$ cat src/hdl/cfs_pkg.sv
// shared types, constants and helpers of the cyclic correlation flip scorer
`timescale 1ns / 1ps

package cfs_pkg;

	localparam int MAX_CYCLE_DEF = 128;
	localparam logic [6:0] ORDER_RESET = 7'd32;
	localparam int CNT_W = 8;
	localparam int BND_W = 12;
	localparam int EX_W = 10;
	localparam int SQ_W = 27;
	localparam int LIN_W = 18;

	typedef logic [CNT_W-1:0] cnt_t;
	typedef logic signed [BND_W-1:0] bound_t;
	typedef logic [EX_W-1:0] ex_t;

	typedef enum logic [2:0] {
		ST_IDLE,
		ST_LOAD,
		ST_ACC,
		ST_SCORE,
		ST_DRAIN,
		ST_DONE
	} state_t;

	// per-cell control
	typedef struct packed {
		logic load;
		logic rot;
		logic shift;
	} cell_ctl_t;

	typedef struct packed {
		logic u;
		logic v;
		logic x;
	} cell_bits_t;

	typedef struct packed {
		cnt_t cu;
		cnt_t cv;
		cnt_t cx;
	} cell_acc_t;

	// bits seen by every cell from the head cell
	typedef struct packed {
		logic u;
		logic v;
		logic x;
	} bcast_t;

	typedef struct packed {
		logic [SQ_W-1:0] sq;
		logic [LIN_W-1:0] lin;
		cnt_t me_u;
		cnt_t me_v;
		cnt_t me_x;
		ex_t mx_u;
		ex_t mx_v;
		ex_t mx_x;
	} score_t;

	// count minus bound, floored at zero
	function automatic ex_t excess(input cnt_t cnt, input bound_t bound);
		bound_t diff;
		diff = $signed({{(BND_W-CNT_W){1'b0}}, cnt}) - bound;
		if (diff < 0) begin
			return '0;
		end
		return diff[EX_W-1:0];
	endfunction

endpackage

$ cat src/hdl/cfs_score.sv
// per-lag scoring pipeline: excess, square, running sums and maxima
`timescale 1ns / 1ps

module cfs_score import cfs_pkg::*; (
	input  logic       clk,
	input  logic       arst_n,
	input  logic       clear,
	input  logic       valid,
	input  logic       en_uv,
	input  cell_acc_t  cnt,
	input  cell_bits_t edge_bits,
	input  bound_t     bnd_edge,
	input  bound_t     abs_u,
	input  bound_t     abs_v,
	input  bound_t     abs_x,
	output score_t     score
);

	logic valid_s1, valid_s2;
	ex_t ex_u_s1, ex_v_s1, ex_x_s1;
	cnt_t cu_s1, cv_s1, cx_s1;
	logic eu_s1, ev_s1, ex_edge_s1;
	logic [2*EX_W-1:0] sq_u_s2, sq_v_s2, sq_x_s2;
	score_t acc_q;

	// control valid bits
	always_ff @(posedge clk or negedge arst_n) begin
		if (!arst_n) begin
			valid_s1 <= 1'b0;
			valid_s2 <= 1'b0;
		end else begin
			valid_s1 <= valid;
			valid_s2 <= valid_s1;
		end
	end

	// stage 1: excess per channel
	always_ff @(posedge clk) begin
		ex_u_s1 <= en_uv ? excess(cnt.cu, edge_bits.u ? bnd_edge : abs_u) : '0;
		ex_v_s1 <= en_uv ? excess(cnt.cv, edge_bits.v ? bnd_edge : abs_v) : '0;
		ex_x_s1 <= excess(cnt.cx, edge_bits.x ? bnd_edge : abs_x);
		cu_s1 <= cnt.cu;
		cv_s1 <= cnt.cv;
		cx_s1 <= cnt.cx;
		eu_s1 <= en_uv & edge_bits.u;
		ev_s1 <= en_uv & edge_bits.v;
		ex_edge_s1 <= edge_bits.x;
	end

	// stage 2: squares
	always_ff @(posedge clk) begin
		sq_u_s2 <= (2*EX_W)'(ex_u_s1) * (2*EX_W)'(ex_u_s1);
		sq_v_s2 <= (2*EX_W)'(ex_v_s1) * (2*EX_W)'(ex_v_s1);
		sq_x_s2 <= (2*EX_W)'(ex_x_s1) * (2*EX_W)'(ex_x_s1);
	end

	// running sums and maxima
	always_ff @(posedge clk) begin
		if (clear) begin
			acc_q <= '0;
		end else begin
			if (valid_s1) begin
				acc_q.lin <= acc_q.lin + LIN_W'(ex_u_s1) + LIN_W'(ex_v_s1) + LIN_W'(ex_x_s1);
				if (ex_u_s1 > acc_q.mx_u) acc_q.mx_u <= ex_u_s1;
				if (ex_v_s1 > acc_q.mx_v) acc_q.mx_v <= ex_v_s1;
				if (ex_x_s1 > acc_q.mx_x) acc_q.mx_x <= ex_x_s1;
				if (eu_s1 && cu_s1 > acc_q.me_u) acc_q.me_u <= cu_s1;
				if (ev_s1 && cv_s1 > acc_q.me_v) acc_q.me_v <= cv_s1;
				if (ex_edge_s1 && cx_s1 > acc_q.me_x) acc_q.me_x <= cx_s1;
			end
			if (valid_s2) begin
				acc_q.sq <= acc_q.sq + SQ_W'(sq_u_s2) + SQ_W'(sq_v_s2) + SQ_W'(sq_x_s2);
			end
		end
	end

	assign score = acc_q;

endmodule

$ cat config.mk
export PLATFORM = sky130hd
export DESIGN_NAME = cfs_score
export DESIGN_NICKNAME = d
export VERILOG_FILES = /design/src/hdl/cfs_pkg.sv /design/src/hdl/cfs_score.sv
export SDC_FILE = /design/constraint.sdc
export NUM_CORES = 1
export LEC_CHECK = 0
export ABC_AREA = 1
export BUFFER_PORTS_ARGS = -buffer_cell sky130_fd_sc_hd__buf_2
export CAP_MARGIN = 10
export CORE_MARGIN = 4
export CORE_UTILIZATION = 27
export DETAILED_ROUTE_END_ITERATION = 6
export GPL_TIMING_DRIVEN = 0
export PLACE_DENSITY = 0.52
export SETUP_SLACK_MARGIN = 0.5
export SLEW_MARGIN = 20
export SYNTH_ARGS = -nofsm -noshare
export SYNTH_HDL_FRONTEND = slang
export SYNTH_SLANG_ARGS = --single-unit
$ cat constraint.sdc
create_clock -name clk -period 4.4 [get_ports clk]
set_input_delay 0.88 -clock clk [delete_from_list [all_inputs] [get_ports clk]]
set_output_delay 0.88 -clock clk [all_outputs]
set_load 0.05 [all_outputs]
==> impl_metrics.env <==
export IMPL_synth_distinct_cells=51
export IMPL_yosysTopAreaCellShare=0.202
export IMPL_placed_cell_area_um2=24100
export IMPL_drt_iter0_drc=806
export IMPL_die_w_um=287
export IMPL_grt_overflow=0
export IMPL_critPathMaxFanout=5
export IMPL_setup_viol=1
export IMPL_min_period_ns=4.41
export IMPL_cpPeakStageDelay_ns=0.52
export IMPL_gp_congestion=0.863
export IMPL_crit_chain="clkbuf_16, nand2_4, fa_1, fa_1, inv_2, fa_1, fa_1, inv_1, fa_1, inv_2, ha_4, nand2_4, nor2_4, nand4_1, o21ai_2, nand2_1, nand3b_1, nand2_2"
export IMPL_cp_top_family="adder cells"
export IMPL_grt_pass1_wl_um=103000
export IMPL_wl_um=66400
export IMPL_path_buf_inv=4
export IMPL_wire_per_inst_um=15.8
export IMPL_synthArstFlopShare=0.00930
export IMPL_total_power_w=0.0144
export IMPL_period_share=1.00
export IMPL_cts_tree="built"
export IMPL_syn2layout_area_growth_pct=30.2
export IMPL_status="finished with violations"
export IMPL_start_kind="register"
export IMPL_antenna_found_initial=2
export IMPL_hold_path_class="input pin to async pin"
export IMPL_ir_worst_vdd_uv=317
export IMPL_timing_hold_ws_ns=0.0689
export IMPL_layout_commonest_cell="nand2_1"
export IMPL_fp_dieH_um=287
export IMPL_portBuffers=178
export IMPL_synthFlopType="dfxtp_1"
export IMPL_powerDensity_nw_per_um2=524
export IMPL_grt_start_max_net_pins=16
export IMPL_fill_cells=8190
export IMPL_rsz0062_at_grt="true"
export IMPL_start_util=0.272
export IMPL_yosysSeqAreaShare=0.205
export IMPL_max_freq_mhz=227
export IMPL_synth_edf_count=0
export IMPL_tightest_slew_ns=1.11
export IMPL_drive_above_1_share=0.218
export IMPL_diodes=0
export IMPL_viasPerCell=4.36
export IMPL_syn_inst=2811
export IMPL_maxCapViolCount=0
export IMPL_cts_max_path_buffers=3
export IMPL_final_cell_mix="nand2_1 (535), inv_1 (506), nor2_1 (282)"
export IMPL_slew_headroom=0.260
export IMPL_cts_hold_buffers=0
export IMPL_fin_skew_ns=0.0139
export IMPL_clock_sinks=215
export IMPL_fin_ws_ns=-0.0114
export IMPL_path_depth=18
export IMPL_design_area_um2=27400
export IMPL_place_ws_ns=-0.414
export IMPL_antenna_left=0
export IMPL_worstPathArrival_ns=4.88
export IMPL_grt_use_total=0.160
export IMPL_firstDrtPassIters=5
export IMPL_layout_nets=3678
export IMPL_hold_viol=0
export IMPL_synth_top_area_cell="dfxtp_1"
export IMPL_ios=179
export IMPL_clk_pin_slew_ns=0.06
export IMPL_ys_warn_count=0
export IMPL_p_leak_nw=14.8
export IMPL_grt_pass1_vias=18600
export IMPL_dr_total_vias=18300
export IMPL_synth_seq_cells=215
export IMPL_avgSynthCellArea_um2=7.49
export IMPL_ctsRootBufferMaster="clkbuf_16"
export IMPL_rows=102
export IMPL_dp_hpwl_um=52700
export IMPL_clk_latency_ns=0.59
export IMPL_htreeDepth=1
export IMPL_slowest_stage="fa_1"
export IMPL_yosys_top_cells_area="dfxtp_1 (20%), fa_1 (19%), ha_1 (15%), nand2_1 (11%), inv_1 (9.8%)"
export IMPL_critPathKind="register to register"
export IMPL_worst_path_most_repeated_cell="fa_1"
export IMPL_cts_buffers=29
export IMPL_drcViolationCount=0
export IMPL_maxSlewViolCount=0
export IMPL_synth_area_um2=21100
export IMPL_die_area_um2=82500
export IMPL_setup_worst_path_end_class="register"
export IMPL_core_region_area_um2=77300
export IMPL_syn_nets=3349
export IMPL_worstRegToRegCells=18
export IMPL_worstPathRequired_ns=4.87
export IMPL_violations="setup timing"
repair_timing:
item,4_1_cts,5_1_grt
pin swaps,113,73
gates resized for setup,193,89
gates cloned,0,1
endpoints found under the setup margin,39,39
setup buffers,93,25
synthesized netlist by cell type (all sizes together), types with 3 or more instances:
library cell and instances:
inv 554, a21oi 137, dfxtp 213, a21boi 8, a31oi 10, clkbuf 52
nand3 123, ha 256, nand4 21, and3 3, or2 3, xor2 66
o21ai 135, buf 11, nor3 25, o211ai 8, o21a 4, and2 4
nand3b 9, xnor2 27, nand2 608, a21o 14, o21bai 8, nor2 295
fa 202
worst paths after layout:
| check | startpoint | endpoint | slack [ns] |
|---|---|---|---|
| max | ex_x_s1[1] | sq_x_s2[19] | -0.01 |
| max reg2reg | ex_x_s1[1] | sq_x_s2[19] | -0.01 |
| min in group clk | cnt[16] | cu_s1[0] | 0.41 |
| min reg2reg | score[33] | score[33] | 0.48 |
| max in group asynchronous | arst_n | valid_s1 | 4.22 |
| min | arst_n | valid_s2 | 0.07 |
per-layer routing:
layer | part of all wire | global-route usage | wire [um] | vias to the layer above
met5 | 0.00020 | 0 | 13 | -
met4 | 0.022 | 0.0361 | 1480 | 2
met3 | 0.052 | 0.0275 | 3450 | 75
met2 | 0.47 | 0.275 | 31300 | 358
met1 | 0.45 | 0.209 | 30200 | 8505
li1 | - | - | - | 9390
cell families after synthesis:
logic type | share of synthesized area
and+or+nand+nor | 0.213
AOI/OAI and AO/OA | 0.0869
xor gates and xnor gates | 0.0390
DFF | 0.205
other | 0.000178
adders and majority gates | 0.344
buffers and inverters | 0.112
metrics by stage:
| stage | util | setup TNS, ns | cells |
|---|---|---|---|
| 2_1_floorplan | - | 0 | 2811 |
| 3_3_place_gp | 0.312 | -3.29 | 4029 |
| 3_5_place_dp | 0.312 | -3.55 | 4030 |
| 4_1_cts | 0.347 | -0.0519 | 4176 |
| 5_1_grt | 0.355 | -1.97 | 4202 |
| 6_report | 0.355 | -0.0114 | 4202 |
state kept, by name (all words and copies together), names as in the netlist:
name and flops:
score 99, sq_u_s2 19, sq_v_s2 19, sq_x_s2 19
ex_u_s1 10, ex_v_s1 10, ex_x_s1 10, cu_s1 8
cv_s1 8, cx_s1 8, eu_s1 1, ev_s1 1
ex_edge_s1 1, valid_s1 1, valid_s2 1
power breakdown:
| part | switching, W | internal [W] | total (W) |
|---|---|---|---|
| Combinational | 0.00567 | 0.00332 | 0.00900 |
| Sequential | 0.000455 | 0.00241 | 0.00286 |
| Clock | 0.00101 | 0.00149 | 0.00250 |
| Total | 0.00714 | 0.00723 | 0.0144 |
final cells by class:
class                           instances  area (um2)  share of cell area
Multi-Input combinational cell       1977       15700               0.574
Sequential cell                       215        4430               0.161
Inverter                              556        2100              0.0767
Timing Repair Buffer                  298        1940              0.0708
Tap cell                             1040        1300              0.0474
Buffer                                 63         903              0.0329
Clock buffer                           34         797              0.0291
Clock inverter                         19         223             0.00812
Note: power is estimated with default switching activity, not from simulation.
