[src/hdl/cfs_pkg.sv]
// shared types, constants and helpers of the cyclic correlation flip scorer
`timescale 1ns / 1ps

package cfs_pkg;

	localparam int MAX_CYCLE_DEF = 128;
	localparam logic [6:0] ORDER_RESET = 7'd32;
	localparam int CNT_W = 8;
	localparam int BND_W = 12;
	localparam int EX_W = 10;
	localparam int SQ_W = 27;
	localparam int LIN_W = 18;

	typedef logic [CNT_W-1:0] cnt_t;
	typedef logic signed [BND_W-1:0] bound_t;
	typedef logic [EX_W-1:0] ex_t;

	typedef enum logic [2:0] {
		ST_IDLE,
		ST_LOAD,
		ST_ACC,
		ST_SCORE,
		ST_DRAIN,
		ST_DONE
	} state_t;

	// per-cell control
	typedef struct packed {
		logic load;
		logic rot;
		logic shift;
	} cell_ctl_t;

	typedef struct packed {
		logic u;
		logic v;
		logic x;
	} cell_bits_t;

	typedef struct packed {
		cnt_t cu;
		cnt_t cv;
		cnt_t cx;
	} cell_acc_t;

	// bits seen by every cell from the head cell
	typedef struct packed {
		logic u;
		logic v;
		logic x;
	} bcast_t;

	typedef struct packed {
		logic [SQ_W-1:0] sq;
		logic [LIN_W-1:0] lin;
		cnt_t me_u;
		cnt_t me_v;
		cnt_t me_x;
		ex_t mx_u;
		ex_t mx_v;
		ex_t mx_x;
	} score_t;

	// count minus bound, floored at zero
	function automatic ex_t excess(input cnt_t cnt, input bound_t bound);
		bound_t diff;
		diff = $signed({{(BND_W-CNT_W){1'b0}}, cnt}) - bound;
		if (diff < 0) begin
			return '0;
		end
		return diff[EX_W-1:0];
	endfunction

endpackage

[src/hdl/cfs_cell.sv]
// one lag cell: rotating vector bits and three correlation accumulators
`timescale 1ns / 1ps

module cfs_cell import cfs_pkg::*; (
	input  logic       clk,
	input  cell_ctl_t  ctl,
	input  bcast_t     head,
	input  cell_bits_t load_bits,
	input  cell_bits_t left_bits,
	input  cell_bits_t right_bits,
	input  logic       xp_right,
	input  cell_acc_t  right_acc,
	output cell_bits_t bits,
	output logic       xp,
	output cell_acc_t  acc
);

	cell_bits_t bits_q;
	logic xp_q;
	cell_acc_t acc_q;

	// load, rotate while accumulating, or shift toward the head for scoring
	always_ff @(posedge clk) begin
		if (ctl.load) begin
			bits_q <= load_bits;
			xp_q <= load_bits.x;
			acc_q <= '0;
		end else if (ctl.rot) begin
			bits_q <= left_bits;
			xp_q <= xp_right;
			acc_q.cu <= acc_q.cu + cnt_t'(head.u & bits_q.u) + cnt_t'(head.x & xp_q);
			acc_q.cv <= acc_q.cv + cnt_t'(head.v & bits_q.v) + cnt_t'(head.x & xp_q);
			acc_q.cx <= acc_q.cx + cnt_t'(head.u & bits_q.x) + cnt_t'(head.x & bits_q.v);
		end else if (ctl.shift) begin
			bits_q <= right_bits;
			acc_q <= right_acc;
		end
	end

	assign bits = bits_q;
	assign xp = xp_q;
	assign acc = acc_q;

endmodule

[config.mk]
export PLATFORM = sky130hd
export DESIGN_NAME = cfs_cell
export DESIGN_NICKNAME = d
export VERILOG_FILES = /design/src/hdl/cfs_pkg.sv /design/src/hdl/cfs_cell.sv
export SDC_FILE = /design/constraint.sdc
export NUM_CORES = 1
export LEC_CHECK = 0
export BUFFER_PORTS_ARGS = -buffer_cell sky130_fd_sc_hd__clkbuf_2
export CELL_PAD_IN_SITES_DETAIL_PLACEMENT = 1
export CELL_PAD_IN_SITES_GLOBAL_PLACEMENT = 1
export CORE_ASPECT_RATIO = 0.5
export CORE_MARGIN = 1.5
export CORE_UTILIZATION = 34
export DETAILED_ROUTE_END_ITERATION = 16
export GPL_TIMING_DRIVEN = 0
export PLACE_DENSITY = 0.78
export SETUP_SLACK_MARGIN = 0.2
export SLEW_MARGIN = 40
export SYNTH_ARGS = -nofsm -noshare
export SYNTH_HDL_FRONTEND = slang
export SYNTH_SLANG_ARGS = --single-unit
[constraint.sdc]
create_clock -name clk -period 2.5 [get_ports clk]
set_clock_uncertainty 0.2 [all_clocks]
set_input_delay 0.5 -clock clk [delete_from_list [all_inputs] [get_ports clk]]
set_output_delay 0.5 -clock clk [all_outputs]
set_load 0.005 [all_outputs]
==> summary.md, run 1 <==
| Metric | Value |
|---|---|
| Status | complete, no violations |
| Multi-input combinational cell area | 943 um^2 |
| Unique masters post-synth | 34 |
| Simple-gate share of the synthesized area | 0.250 |
| Reg2reg start | xp |
| Psw | 0.000290 W |
| Final Setup Violations | 0 |
| DR vias | 1644 |
| Deepest clock path buffer count | 2 |
| Routed Antenna Nets | 0 |
| Clk sinks | 28 |
| Switching part of the total | 0.290 |
| R2r setup slk | 0.33 ns |
| Layout area overhead | 28.3% |
| Clock Power Share | 0.257 |
| Maxcap violations | 0 |
| First-pass DRT Iterations | 4 |
| Hold Crit Start | right_acc[6] |
| Via/cell ratio | 5.41 |
| Pwr/cell area | 488 nW/um^2 |
| Setup crit end kind | register |
| Post-DR wirelength/cell | 17.1 um |
| Worst Setup Path Type | reg2reg |
| RR Endpoint | acc[10] |
| Launch point of the worst path | xp |
| Die area | 5130 um^2 |
| Setup Fix Bufs, Post-CTS | 0 |
| Worst IR drop on VDD | 0.000206 V |
| Final #Nets | 295 |
| Clock period minus worst slack | 2.17 ns |
| Crit-path max FO | 4 |
| Worst Path Arrival | 2.11 ns |
| Synth area leaders | dfxtp_1, edfxtp_1, mux2i_1 |
| Hold path endpoint | acc[6] |
| XOR/XNOR Fraction of Synth Area | 0 |
| Register area | 601 um^2 |
| Hold path depth | 3 |
| Syn Area/Cell | 9.06 um^2 |
| Worst slew margin | 0.593 |
| Required @ worst endpoint | 2.45 ns |
| Worst skew pair latency | 0.28 ns |
| First-pass GRT wire length | 8280 um |
| Hold crit path type | in2reg |
| Final hold violation count | 0 |
| F_max | 462 MHz |
| Total grt overflow | 0 |
| Largest net degree at the start of global routing | 16 |
| Mapped Nets | 223 |
| Initial antenna violation count | 0 |
| Hold buffers post-CTS | 0 |
| Cell Area, Synth | 1590 um^2 |
| Clk root buf | clkbuf_8 |
| Die Ht | 51.4 um |
| Antenna Cells | 0 |
| PostCTS Resize Cnt | 0 |
| Filler cell count in the final layout | 557 |
| Vias in the first global route | 1712 |
| TritonCTS clock tree | built |
| IO buf count | 67 |
| Combinational share of power | 0.213 |
| Worst Max-Slew Pin Slew | 0.610 ns |
| Initial core utilization | 0.359 |
| Die X-Extent | 99.8 um |
| DR iter-0 viols | 65 |
| Synth async-reset ratio | 0 |
| GPL Wtd Cong | 0.781 |
| Routed WL | 5200 um |
| Cts bufs inserted | 3 |
| Fraction of the mapped netlist area in adder cells | 0.0612 |
| Yosys warning count | 0 |
| Synth Area in Compound Gates | 0.182 |
| Setup tns final | 0 ns |
| Synth area leader | dfxtp_1 |
| Number of synthesized register bits | 28 |
| P_leak | 0.876 nW |
| Register area share after synthesis | 0.377 |
| Floorplan core area | 4450 um^2 |
| Crit start category | register |
| Htree depth | 1 |
| IO Count | 69 |
| Synth top area share | 0.301 |
| Detailed placer's ending HPWL | 3980 um |
| R2R depth | 6 |
| Area post-placement | 2000 um^2 |
| Post-synthesis cell count | 176 |
| GRT Total Usage | 0.208 |
| Fin util | 0.460 |
| Top FF cell, synth | dfxtp_1 |
| Final Max Tran Viols | 0 |
| Flop pwr share | 0.531 |
| Ratio of cells with drive above 1 in the final layout | 0.352 |
| CTS clock-pin slew for the worst setup and hold paths | 0.10 ns |
| Post-route cell area | 2050 um^2 |
| Largest family of logic cells by synthesized area | simple AND/OR/NAND/NOR gates |
| RSZ-0062 raised after global routing | false |
| Internal power | 0.000710 W |
| Num rows | 17 |
| Final period util | 0.866 |
| Multiplexer share of the synthesized area | 0.0989 |
| Number of synthesized flops with an enable pin | 4 |
| Drt drc | 0 |
state kept, by name, summed over array words and instances, names as in the netlist:
signal,flops
acc,24
bits,3
xp,1
through the flow:
| stage | hold slack (ns) | total power [W] | setup slack [ns] | cells |
|---|---|---|---|---|
| 6_report | 0.248 | 0.000999 | 0.334 | 304 |
| 3_5_place_dp | 0.334 | 0.000755 | 0.226 | 300 |
| 5_1_grt | 0.262 | 0.00105 | 0.245 | 304 |
| 4_1_cts | 0.251 | 0.00101 | 0.369 | 304 |
| 2_1_floorplan | 0.311 | 0.000645 | 0.532 | 176 |
| 3_3_place_gp | 0.318 | 0.000742 | 0.261 | 300 |
critical path, cell delays in order, from the launching register on:
cell and delay, ns:
edfxtp_1 0.41, and2_1 0.22, fa_1 0.50, ha_1 0.27
nand2_1 0.16, a2bb2oi_1 0.19, a21oi_1 0.09
kinds of logic after synthesis:
group | after synthesis
AO/OA/AOI/OAI | 44
multiplexers | 15
AND/OR/NAND/NOR | 72
flip-flops | 28
adder cells (fa/ha/maj) | 6
buffers and inverters | 11
cells in the final DEF, fill, tap and decap left out, drive strengths merged, types with 2 or more instances in the layout:
| cell type | n |
|---|---|
| a211oi | 3 |
| a21oi | 4 |
| a22oi | 3 |
| a2bb2oi | 4 |
| a311oi | 3 |
| a31oi | 11 |
| and2 | 5 |
| buf | 6 |
| clkbuf | 74 |
| dfxtp | 24 |
| edfxtp | 4 |
| fa | 3 |
| ha | 3 |
| mux2 | 6 |
| mux2i | 9 |
| nand2 | 15 |
| nand3 | 14 |
| nand4 | 7 |
| nor2 | 7 |
| nor2b | 7 |
| o211ai | 6 |
| o21ai | 10 |
| or2 | 2 |
| or3 | 11 |
| or3b | 2 |
routing by layer:
| layer | wire, um | vias to the layer above | part of all wire | global-route usage |
|---|---|---|---|---|
| met3 | 188 | 4 | 0.036 | 0.0369 |
| li1 | - | 807 | - | - |
| met5 | 0 | - | 0 | 0 |
| met4 | 52 | 0 | 0.010 | 0.0446 |
| met2 | 2330 | 44 | 0.45 | 0.361 |
| met1 | 2630 | 789 | 0.51 | 0.274 |
worst max-delay path by stage:
stage	endpoint	slack (ns)
after floorplan	acc[10]	0.53
after global placement	acc[10]	0.26
after detailed placement	acc[6]	0.23
after CTS	acc[10]	0.37
after global routing	acc[10]	0.25
final	acc[10]	0.33
layout make-up:
type | count | share of cell area
multi-input cells | 137 | 0.461
repair buffers | 67 | 0.164
inverters | 1 | 0.00183
well taps | 57 | 0.0349
flip-flops and latches | 28 | 0.294
clock inverters | 1 | 0.00183
plain buffers | 10 | 0.0226
clock buffers | 3 | 0.0202
power groups by stage:
stage          sequential, W  combinational [W]  clock [W]
2_1_floorplan       0.000535           0.000110          0
3_3_place_gp        0.000538           0.000204          0
3_5_place_dp        0.000541           0.000214          0
4_1_cts             0.000531           0.000215   0.000262
5_1_grt             0.000537           0.000236   0.000279
6_report            0.000530           0.000212   0.000257
cells in the mapped netlist (2+ instances only):
| cell | instances |
|---|---|
| or2_2 | 2 |
| o211ai_1 | 6 |
| a211oi_1 | 3 |
| a2bb2oi_1 | 4 |
| buf_2 | 4 |
| nand3_1 | 13 |
| nand4_1 | 6 |
| nor2b_1 | 6 |
| dfxtp_1 | 24 |
| ha_1 | 3 |
| clkbuf_1 | 4 |
| a21oi_1 | 4 |
| and2_1 | 5 |
| nor2_1 | 7 |
| o21ai_0 | 10 |
| nand2_1 | 15 |
| a311oi_1 | 3 |
| a22oi_1 | 3 |
| mux2_2 | 6 |
| or3_1 | 11 |
| fa_1 | 3 |
| a31oi_1 | 11 |
| mux2i_1 | 9 |
| edfxtp_1 | 4 |
No activity file was read; power rests on OpenSTA's default activity.
==> run 2: changes to the inputs <==
--- a/config.mk
+++ b/config.mk
@@ -9,7 +9,6 @@
 export CELL_PAD_IN_SITES_DETAIL_PLACEMENT = 1
 export CELL_PAD_IN_SITES_GLOBAL_PLACEMENT = 1
 export CORE_ASPECT_RATIO = 0.5
-export CORE_MARGIN = 1.5
 export CORE_UTILIZATION = 34
 export DETAILED_ROUTE_END_ITERATION = 16
 export GPL_TIMING_DRIVEN = 0
==> summary.md, run 2 (same netlist as run 1, synthesis figures left out) <==
| Metric | Value |
|---|---|
| Status | complete, no violations |
| Commonest non-fill, non-tap cell in the layout | clkbuf_2 |
| Final Max Tran Viols | 0 (unchanged) |
| RSZ-0062 raised after global routing | false |
| Hold buffers post-CTS | 0 (unchanged) |
| F_max | 455 MHz (-1.4%) |
| Crit-path cells | and2_1, fa_1, ha_1, nand2_1, a2bb2oi_1, a21oi_1 |
| Die Ht | 50.4 um (-1.9%) |
| Drt drc | 0 (unchanged) |
| Logic depth of the worst path, buffers included | 6 (unchanged) |
| Cts bufs inserted | 3 (unchanged) |
| Worst slew margin | 0.593 (about the same) |
| Crit start category | register |
| Critical path destination | acc[10] |
| Layout area overhead | 30.0% |
| IO Count | 69 (unchanged) |
| Antenna Cells | 0 (unchanged) |
| P_leak | 0.889 nW (+1.4%) |
| Pwr/cell area | 537 nW/um^2 (+10%) |
| GPL Wtd Cong | 0.757 (-3.1%) |
| Crit-path max FO | 4 (unchanged) |
| Required @ worst endpoint | 2.45 ns (about the same) |
| Slowest stage delay, CP | 0.50 ns (about the same) |
| Num rows | 17 (unchanged) |
| Launch point of the worst path | xp |
| Worst IR drop on VDD | 0.000204 V (-1.1%) |
| Setup tns final | 0 ns (unchanged) |
| Worst path bufs/invs | 0 (unchanged) |
| Die area | 4980 um^2 (-2.9%) |
| Die X-Extent | 98.8 um (-1.0%) |
| Routed Antenna Nets | 0 (unchanged) |
| Final period util | 0.879 (+0.0125) |
| DR iter-0 viols | 59 (-9.2%) |
| Clk root buf | clkbuf_8 |
| Clock period minus worst slack | 2.20 ns (+0.0312 ns) |
| Post-DR wirelength/cell | 17.2 um (+0.73%) |
| R2R depth | 6 (unchanged) |
| CTS clock-pin slew for the worst setup and hold paths | 0.10 ns (about the same) |
| Setup Fix Bufs, Post-CTS | 0 (unchanged) |
| Initial core utilization | 0.359 (unchanged) |
| First-pass DRT Iterations | 4 (unchanged) |
| Final Setup Violations | 0 (unchanged) |
| DR vias | 1690 (+2.8%) |
| Hold crit path type | in2reg |
| Commonest non-fill, non-tap cells in the layout | clkbuf_2, dfxtp_1, nand2_1 |
| Total grt overflow | 0 (unchanged) |
| Ratio of cells with drive above 1 in the final layout | 0.356 (+0.00405) |
| Maxcap violations | 0 (unchanged) |
| Largest net degree at the start of global routing | 17 (+1) |
| Clk sinks | 28 (unchanged) |
| IO buf count | 67 (unchanged) |
| Vias in the first global route | 1714 (+0.12%) |
| Fin util | 0.466 (+0.00591) |
| Deepest clock path buffer count | 2 (unchanged) |
| Worst Max-Slew Pin Slew | 0.610 ns (+0.000164 ns) |
| Detailed placer's ending HPWL | 3860 um (-3.0%) |
| Max FFs per register | 24 (unchanged) |
| Register area | 601 um^2 (unchanged) |
| Via/cell ratio | 5.56 (+2.8%) |
| Final hold violation count | 0 (unchanged) |
| Htree depth | 1 (unchanged) |
| Reg2reg start | xp |
| First-pass GRT wire length | 8470 um (+2.3%) |
| Setup WS post-layout | 0.303 ns (-0.0312 ns) |
| R2r setup slk | 0.30 ns (-0.03 ns) |
| Worst Setup Path Type | reg2reg |
| Setup crit end kind | register |
| Filler cell count in the final layout | 541 (-2.9%) |
| Crit-path slowest cell | fa_1 |
| TritonCTS clock tree | built |
| Initial antenna violation count | 0 (unchanged) |
| Post-Place Worst Slack | 0.211 ns (-0.0156 ns) |
| Worst skew pair latency | 0.29 ns (about the same) |
| Floorplan core area | 4450 um^2 (unchanged) |
| Worst Path Arrival | 2.14 ns (+0.03 ns) |
| Multi-input combinational cell area | 943 um^2 (unchanged) |
| Final #Nets | 295 (unchanged) |
| PostCTS Resize Cnt | 0 (unchanged) |
| RR Endpoint | acc[10] |
| GRT Total Usage | 0.223 (+0.0155) |
| Crit path max-delay family | adder cells |
| Routed WL | 5240 um (+0.73%) |
[run 2: cell types whose count changed in the layout (fill, tap and decap cells not counted), sizes merged]
cell    change
clkinv      -1
bufinv      +1
[run 2: how the worst min path moves through the flow]
stage,to,cells past startpoint,start,slack (ns)
CTS,acc[14],3,right_acc[14],0.24
global route,acc[11],3,right_acc[11],0.23
global placement,acc[7],2,acc[7],0.32
floorplan,acc[4],2,acc[4],0.31
detailed placement,acc[20],2,acc[20],0.33
finish,acc[11],3,right_acc[11],0.24
[run 2: area by class of cell]
type                            count  area share
Sequential cell                    28       0.290
Tap cell                           57      0.0344
Multi-Input combinational cell    137       0.455
Timing Repair Buffer               67       0.162
Inverter                            1     0.00181
Clock inverter                      1      0.0145
Buffer                             10      0.0223
Clock buffer                        3      0.0199
[run 2: power breakdown]
group          total, W  switching [W]  internal (W)  leakage (nW)
logic          0.000214       0.000107      0.000107         0.614
clock network  0.000369       0.000154      0.000215        0.0357
registers      0.000529      0.0000378      0.000492         0.239
[run 2: through the flow]
step / std cells / instance area [um^2] / hold slack [ns] / total power [W]
6_report: 304 / 2070 / 0.239 / 0.00111
3_3_place_gp: 300 / 2000 / 0.319 / 0.000741
5_1_grt: 304 / 2070 / 0.229 / 0.00117
4_1_cts: 304 / 2070 / 0.238 / 0.00112
3_5_place_dp: 300 / 2000 / 0.329 / 0.000753
2_1_floorplan: 176 / 1590 / 0.311 / 0.000645
[run 2: per-layer routing]
| metal | part of all wire | global-route usage | vias to the layer above |
|---|---|---|---|
| met3 | 0.055 | 0.0418 | 4 |
| met5 | 0 | 0 | - |
| li1 | - | - | 808 |
| met4 | 0.0086 | 0.0672 | 0 |
| met1 | 0.48 | 0.283 | 828 |
| met2 | 0.46 | 0.390 | 50 |
[run 2: worst register-to-register path, delay by kind of cell, from the launching register on]
kind / cells / cell delay (ns)
AND/OR/NAND/NOR: 2 / 0.40
AO/OA/AOI/OAI: 2 / 0.29
adder cells (fa/ha/maj): 2 / 0.78
flip-flops: 1 / 0.39
